[src/hw/rtl/accumulated_power_average_assert.svh]
// ----------------------------------------------------------------------------
// Assertion macros for accumulated_power_average
// Concurrent property wrappers clocked on clk, disabled while rst_n is low.
// ----------------------------------------------------------------------------
`ifndef ACCUMULATED_POWER_AVERAGE_ASSERT_SVH
`define ACCUMULATED_POWER_AVERAGE_ASSERT_SVH

// same-cycle implication
`define APA_ASSERT_NOW(label, ante, cons, msg) \
    label: assert property (@(posedge clk) disable iff (!rst_n) (ante) |-> (cons)) \
        else $error(msg);

// next-cycle implication
`define APA_ASSERT_NEXT(label, ante, cons, msg) \
    label: assert property (@(posedge clk) disable iff (!rst_n) (ante) |=> (cons)) \
        else $error(msg);

`endif

[src/hw/rtl/apa_pkg.sv]
// ----------------------------------------------------------------------------
// apa_pkg
// Shared types and constants of the accumulated power average block.
// ----------------------------------------------------------------------------
`default_nettype none

package apa_pkg;

    localparam int NUM_UNITS   = 8;
    localparam int UNIT_W      = 3;
    localparam int UNIT_IDX_W  = (NUM_UNITS > 1) ? $clog2(NUM_UNITS) : 1;
    localparam int VAL_W       = 64;
    localparam int HALF_W      = VAL_W / 2;
    localparam int RATIO_W     = 23;
    localparam int SCALE_MILLI = 1000;
    localparam int SCALE_W     = 10;
    localparam int IN_TDATA_W  = ((UNIT_W + 2 * VAL_W + 7) / 8) * 8;
    localparam int IN_TUSER_W  = 2;
    localparam int OUT_TDATA_W = VAL_W;
    localparam int CFG_IDX_W   = 1;
    localparam int DIV_STEPS   = VAL_W;
    localparam int CNT_W       = $clog2(DIV_STEPS);

    typedef enum logic [0:0] {
        OP_BASE    = 1'b0,
        OP_MEASURE = 1'b1
    } apa_op_t;

    typedef enum logic [CFG_IDX_W-1:0] {
        REG_ACC_MAX      = 1'b0,
        REG_SAMPLE_RATIO = 1'b1
    } apa_reg_t;

    typedef enum logic [2:0] {
        ST_IDLE,
        ST_DELTA,
        ST_MUL_LO,
        ST_MUL_HI,
        ST_DIV,
        ST_ACCUM,
        ST_EMIT
    } apa_state_t;

    typedef struct packed {
        apa_op_t           op;
        logic [UNIT_W-1:0] unit;
        logic              online;
        logic              last;
    } apa_item_t;

    typedef struct packed {
        logic take_base;
        logic capture;
        logic delta;
        logic mul_lo;
        logic mul_hi;
        logic div_step;
        logic accum;
        logic emit;
    } apa_cmd_t;

    typedef struct packed {
        logic tzero;
        logic out_busy;
    } apa_stat_t;

endpackage

`default_nettype wire

[src/hw/rtl/apa_ctrl.sv]
// ----------------------------------------------------------------------------
// apa_ctrl
// Sequencer: takes input words, steps delta, multiply, divide, accumulate and emit.
// ----------------------------------------------------------------------------
`default_nettype none

module apa_ctrl (
    input  wire logic              clk,
    input  wire logic              rst_n,
    input  wire logic              in_valid,
    output logic                   in_ready,
    input  wire apa_pkg::apa_item_t item,
    input  wire apa_pkg::apa_stat_t stat,
    output apa_pkg::apa_cmd_t      cmd
);
    import apa_pkg::*;

    apa_state_t       state_reg, state_next;
    logic [CNT_W-1:0] cnt_reg, cnt_next;
    logic             last_reg, last_next;
    logic             unit_ok;
    logic             accept;
    logic             compute;

    assign unit_ok = (int'(item.unit) < NUM_UNITS);
    assign accept  = in_valid && (state_reg == ST_IDLE);
    assign compute = (item.op == OP_MEASURE) && unit_ok && item.online;

    always_comb
    begin
        state_next = state_reg;
        case (state_reg)
            ST_IDLE:
            begin
                if (in_valid && item.op == OP_MEASURE)
                begin
                    if (compute)
                        state_next = ST_DELTA;
                    else if (item.last)
                        state_next = ST_EMIT;
                end
            end
            ST_DELTA:  state_next = ST_MUL_LO;
            ST_MUL_LO: state_next = ST_MUL_HI;
            ST_MUL_HI: state_next = stat.tzero ? ST_ACCUM : ST_DIV;
            ST_DIV:
            begin
                if (cnt_reg == CNT_W'(DIV_STEPS - 1))
                    state_next = ST_ACCUM;
            end
            ST_ACCUM:  state_next = last_reg ? ST_EMIT : ST_IDLE;
            ST_EMIT:
            begin
                if (!stat.out_busy)
                    state_next = ST_IDLE;
            end
            default:   state_next = ST_IDLE;
        endcase
    end

    always_comb
    begin
        in_ready     = (state_reg == ST_IDLE);
        cmd          = '0;
        cmd.take_base = accept && (item.op == OP_BASE) && unit_ok;
        cmd.capture   = accept && compute;
        cmd.delta     = (state_reg == ST_DELTA);
        cmd.mul_lo    = (state_reg == ST_MUL_LO);
        cmd.mul_hi    = (state_reg == ST_MUL_HI);
        cmd.div_step  = (state_reg == ST_DIV);
        cmd.accum     = (state_reg == ST_ACCUM);
        cmd.emit      = (state_reg == ST_EMIT) && !stat.out_busy;
    end

    always_comb
    begin
        cnt_next  = cnt_reg;
        last_next = last_reg;
        if (accept)
            last_next = item.last;
        if (state_reg == ST_MUL_HI)
            cnt_next = '0;
        else if (state_reg == ST_DIV)
            cnt_next = cnt_reg + CNT_W'(1);
    end

    always_ff @(posedge clk or negedge rst_n)
    begin
        if (!rst_n)
        begin
            state_reg <= ST_IDLE;
            cnt_reg   <= '0;
            last_reg  <= 1'b0;
        end
        else
        begin
            state_reg <= state_next;
            cnt_reg   <= cnt_next;
            last_reg  <= last_next;
        end
    end

endmodule

`default_nettype wire

[config.mk]
export PLATFORM = sky130hd
export DESIGN_NAME = apa_ctrl
export DESIGN_NICKNAME = d
export VERILOG_FILES = /design/src/hw/rtl/accumulated_power_average_assert.svh /design/src/hw/rtl/apa_pkg.sv /design/src/hw/rtl/apa_ctrl.sv
export SDC_FILE = /design/constraint.sdc
export NUM_CORES = 1
export LEC_CHECK = 0
export BUFFER_PORTS_ARGS = -buffer_cell sky130_fd_sc_hd__buf_2
export CAP_MARGIN = 40
export CELL_PAD_IN_SITES_DETAIL_PLACEMENT = 0
export CELL_PAD_IN_SITES_GLOBAL_PLACEMENT = 1
export CORE_MARGIN = 2
export CORE_UTILIZATION = 32
export CTS_CLUSTER_SIZE = 8
export DETAILED_ROUTE_END_ITERATION = 10
export PLACE_DENSITY = 0.75
export SLEW_MARGIN = 20
export SYNTH_ARGS = -nofsm -noshare
export SYNTH_HDL_FRONTEND = slang
export SYNTH_SLANG_ARGS = --single-unit
[constraint.sdc]
create_clock -name clk -period 1.43 [get_ports clk]
set_clock_uncertainty 0.2 [all_clocks]
set_input_delay 0.286 -clock clk [delete_from_list [all_inputs] [get_ports clk]]
set_output_delay 0.286 -clock clk [all_outputs]
set_load 0.1 [all_outputs]
; ---- Word level (Yosys, flattened, before mapping)
; Cells that the tools add are included.
[word_totals]
ff_bits = 10
out_inout_bits = 9
elab_cells = 36
[classes]
addsub = 1
n_eq_ne = 11
muxes = 10
n_bitwise = 1
reduce_logical = 10
[op_table]
columns = op, count
row1 = 3-bit one-hot mux with 7 select lines, 1
row2 = 3-bit two-way mux, 6
row3 = 6-bit two-way mux, 2
row4 = 3-bit equality test (second input constant), 3
row5 = 6-bit by 1-bit adder with 6-bit output (second input constant), 1
row6 = 3-bit by 2-bit equality test with 1-bit output (second input constant), 2
row7 = 6-bit equality test (second input constant), 1
row8 = 1-bit logical AND, 6
row9 = 2-bit by 1-bit != test with 1-bit output (second input constant), 2
row10 = 4-bit AND reduction, 1
row11 = 3-bit by 1-bit equality test with 1-bit output (second input constant), 1
row12 = 3-bit logical NOT, 1
row13 = 3-bit by 1-bit != test with 1-bit output (second input constant), 1
row14 = 2-bit != test (second input constant), 1
row15 = 2-bit nonzero test, 1
row16 = 1-bit logical NOT, 1
row17 = 1-bit two-way mux, 1
row18 = 1-bit NOT, 1

; ---- Logic depth before layout (Yosys ltp)
[depth]
word_depth = 4
ltp_mapped = 6

; ---- Least setup slack after synthesis
; OpenSTA, ideal clock, no wires.
[synth_path]
kind = reg2out
start = register state_reg[2]
end = output cmd[6] (netlist name)
arrival_time_ps = 3329
required_time_ps = 944
path_slack_ps = -2385
path_stages_with_launch = 5
n_path_buf = 1
path_cell_list = dfrtp_1 buf_6 nor3_2 nand2_1 nor2_1
[synth_lines]
columns = element, line
row1 = "start, declared", apa_ctrl.sv:18  ; apa_state_t state_reg, state_next;
row2 = "start signal, assigned", apa_ctrl.sv:97  ; state_reg <= state_next;
row3 = "end, declared", apa_ctrl.sv:14  ; output apa_pkg::apa_cmd_t cmd

==> run summary <==
WORST SETUP PATH
-------------------------------------------------------------------------------------------------
Element type at the critical path start ............................................    flip-flop
Capturing element type of the critical path ........................................ primary output
Critical path required time ........................................................      0.94 ns
Maximum fanout along the worst path ................................................            4
Worst EP arrival ...................................................................      1.41 ns
Critical path class ................................................................ flip-flop to primary output

GLOBAL ROUTING
-------------------------------------------------------------------------------------------------
Met2 track demand over resource ....................................................        23.1%
Global-route track usage on met1 ...................................................        21.0%
Antenna violations before repair ...................................................            0
Grt ovf ............................................................................            0
M3 GR Usage ........................................................................        3.09%
Global-route wire length before repair .............................................      2740 um
GR peak layer ......................................................................         met2
Via count of the first global-routing pass .........................................          600
Pin count of the biggest net entering global routing ...............................           11
All-Layer GR Usage .................................................................        15.2%

PWR
-------------------------------------------------------------------------------------------------
Leakage component of the power .....................................................     0.518 nW
Power Density ...................................................................... 2400 nW/um^2
Largest voltage drop on the vdd net ................................................    0.00168 V

JOB
-------------------------------------------------------------------------------------------------
Number of max-cap violations .......................................................            0

ROUTE
-------------------------------------------------------------------------------------------------
Drt total wl .......................................................................      1760 um
DR vias ............................................................................          679
Routed vias/inst ...................................................................         4.96
Residual DRC .......................................................................            0
First drt pass iteration count .....................................................            4
Average wire per standard cell .....................................................      12.9 um
Iteration-0 DRC count of the detailed router .......................................           10
Remaining antenna violation count after routing ....................................            0

PLACE
-------------------------------------------------------------------------------------------------
Placed cell count ..................................................................          124
HPWL after detailed placement ......................................................      1160 um
Number of buffer cells added on primary ports ......................................           16
Post-placement setup slack .........................................................    -0.220 ns
Gpl congestion .....................................................................        0.724

LOGIC SYNTHESIS
-------------------------------------------------------------------------------------------------
Asr flop ratio synth ...............................................................         100%
Synthesized netlist net count ......................................................           80
Yosys warning count ................................................................            0
Synth Cell Area ....................................................................     633 um^2
Post-Synthesis Mean Instance Area ..................................................    9.31 um^2
Post-Syn Instances .................................................................           68
Number of distinct library cell variants in the gate-level netlist after synthesis .           35
Post-synthesis sequential area ratio ...............................................        39.5%
Number of synthesized flops with an enable pin .....................................            0
Prevailing post-synth register cell ................................................ sky130_fd_sc_hd__dfrtp_1
Synthesized flop and latch total ...................................................           10

STA
-------------------------------------------------------------------------------------------------
Setup repair after global routing missed its margin ................................         true
Transition time at the pin with the least slew margin ..............................     0.227 ns
Final period util ..................................................................         133%
PnR worst setup slack ..............................................................    -0.466 ns
Number of setup violations in the final report .....................................           19
Worst relative slew slack ..........................................................        84.9%
Final number of hold-violating endpoints ...........................................            0
Timing-limited maximum frequency ...................................................      527 MHz
Number of max-slew violations in the final report ..................................            0
Post-route minimum period ..........................................................      1.90 ns

FLOORPLANNING
-------------------------------------------------------------------------------------------------
Floorplan Core Area ................................................................    1920 um^2
Chip Width .........................................................................      48.5 um
Die Outline Area ...................................................................    2350 um^2
I/O pin total ......................................................................           20
Initial Util .......................................................................        32.9%
# rows .............................................................................           16
Die height .........................................................................      48.5 um

FINISH
-------------------------------------------------------------------------------------------------
Largest register FFs ...............................................................            6
Post-route core utilization ........................................................        63.7%
Count of non-filler cells in the finished layout ...................................          137
Area growth, synth to finish .......................................................        93.5%
Net total in the final layout ......................................................          124
Layout cells sized above 1 .........................................................        65.5%
Total inserted antenna cells .......................................................            0

CLOCK TREE
-------------------------------------------------------------------------------------------------
Maximum root-to-sink buffer count ..................................................            2
Root buffer cell ................................................................... sky130_fd_sc_hd__clkbuf_4
TritonCTS buffer count .............................................................            3
TritonCTS clock tree ...............................................................          yes
Clock sink total ...................................................................           10
CTS H-tree depth ...................................................................            1
Clk pin slew, worst setup/hold paths ...............................................      0.07 ns
Clock latency on the worst-skew pair ...............................................      0.27 ns

OUTCOME
-------------------------------------------------------------------------------------------------
Violated checks .................................................................... setup timing
Status ............................................................................. complete, but fails checks

MIN PATH
-------------------------------------------------------------------------------------------------
Path category of the worst min-delay check ......................................... input pin to flip-flop

-- metrics by stage --
stage          total power [W]  area (um^2)  hold WS (ns)  TNS (ns)
3_3_place_gp           0.00231         1040       -0.0422     -2.70
5_1_grt                0.00308         1220        0.0771     -7.06
6_report               0.00294         1220        0.0627     -6.12
4_1_cts                0.00282         1180        0.0638     -6.20
2_1_floorplan          0.00172          707        -0.210    -10.75
3_5_place_dp           0.00234         1040       -0.0411     -2.92
-- cell type report --
| cell class | instances | area (um^2) |
|---|---|---|
| Clock buffer | 3 | 22.5 |
| Sequential cell | 10 | 253 |
| Tap cell | 27 | 33.8 |
| Multi-Input combinational cell | 52 | 438 |
| Timing Repair Buffer | 42 | 450 |
| Fill cell | 148 | 697 |
| Inverter | 3 | 27.5 |
-- placed cells by master (no fill, tap or decap), types with 2 or more instances in the layout --
| cell | instances |
|---|---|
| sky130_fd_sc_hd__nand3_1 | 2 |
| sky130_fd_sc_hd__buf_6 | 8 |
| sky130_fd_sc_hd__nand2_1 | 7 |
| sky130_fd_sc_hd__clkbuf_4 | 3 |
| sky130_fd_sc_hd__dfrtp_1 | 8 |
| sky130_fd_sc_hd__o21ai_1 | 4 |
| sky130_fd_sc_hd__o21ai_2 | 2 |
| sky130_fd_sc_hd__a211oi_2 | 2 |
| sky130_fd_sc_hd__buf_12 | 9 |
| sky130_fd_sc_hd__nor2_4 | 4 |
| sky130_fd_sc_hd__nor3_4 | 2 |
| sky130_fd_sc_hd__buf_2 | 7 |
| sky130_fd_sc_hd__buf_4 | 16 |
| sky130_fd_sc_hd__nand2_2 | 2 |
| sky130_fd_sc_hd__dfrtp_2 | 2 |
| sky130_fd_sc_hd__nor2_1 | 4 |
-- final timing paths --
kind	from	endpoint	slack, ns	depth (start not counted)
worst max-delay path	state_reg[0]	cmd[6]	-0.47	4
worst max register to register	state_reg[0]	cnt_reg[5]	-0.31	6
min in group asynchronous	rst_n	state_reg[1]	0.21	2
worst min register to register	cnt_reg[3]	cnt_reg[3]	0.33	1
max in group asynchronous	rst_n	state_reg[0]	0.61	2
worst min-delay path	item[0]	last_reg	0.06	2
-- worst max-delay path, stage by stage, from the launching register on --
cell,delay [ns]
sky130_fd_sc_hd__dfrtp_2,0.45
sky130_fd_sc_hd__nor3_4,0.23
sky130_fd_sc_hd__nand2_2,0.13
sky130_fd_sc_hd__nor2_4,0.15
sky130_fd_sc_hd__buf_12,0.18
-- synth_stat cells (2+ instances only) --
cell | n | area share (%)
sky130_fd_sc_hd__dfrtp_1 | 10 | 40
sky130_fd_sc_hd__nand2_1 | 9 | 5.3
sky130_fd_sc_hd__nor2_1 | 9 | 5.3
sky130_fd_sc_hd__o21ai_0 | 6 | 4.7
sky130_fd_sc_hd__a211oi_1 | 2 | 2.4
sky130_fd_sc_hd__inv_1 | 2 | 1.2
sky130_fd_sc_hd__nand3_1 | 2 | 1.6
-- layer usage --
metal  wire length, um  vias to the layer above
met5                 0                        -
met4                36                        0
met3                44                        6
met2               873                       11
met1               810                      329
li1                  -                      333
-- repair_timing --
action / 4_1_cts / 5_1_grt
gates cloned: 0 / 0
resized for setup: 17 / 8
pin swaps: 5 / 12
endpoints found under the hold margin: 10 / 0
buffers inserted: 6 / 5
hold buffers: 1 / 0
endpoints found under the setup margin: 19 / 19
-- where the power goes --
group | total (W) | switching [W] | leakage (nW) | internal (W)
Combinational | 0.00225 | 0.00123 | 0.379 | 0.00102
Sequential | 0.000491 | 0.0000982 | 0.125 | 0.000392
Clock | 0.000200 | 0.000103 | 0.0138 | 0.0000974
Total | 0.00294 | 0.00143 | 0.518 | 0.00151
-- cells by family (layout without fill, tap and decap cells) --
| group | Yosys count | count (layout) | synth area share, % |
|---|---|---|---|
| multiplexers | 1 | 1 | 1.78 |
| AO/OA/AOI/OAI | 19 | 19 | 22.9 |
| flip-flops | 10 | 10 | 39.5 |
| XOR/XNOR | 1 | 1 | 1.38 |
| buffers and inverters | 6 | 48 | 6.32 |
| adder cells (fa/ha/maj) | 1 | 1 | 1.98 |
| AND/OR/NAND/NOR | 30 | 30 | 26.1 |
(Power assumes the default switching activity.)
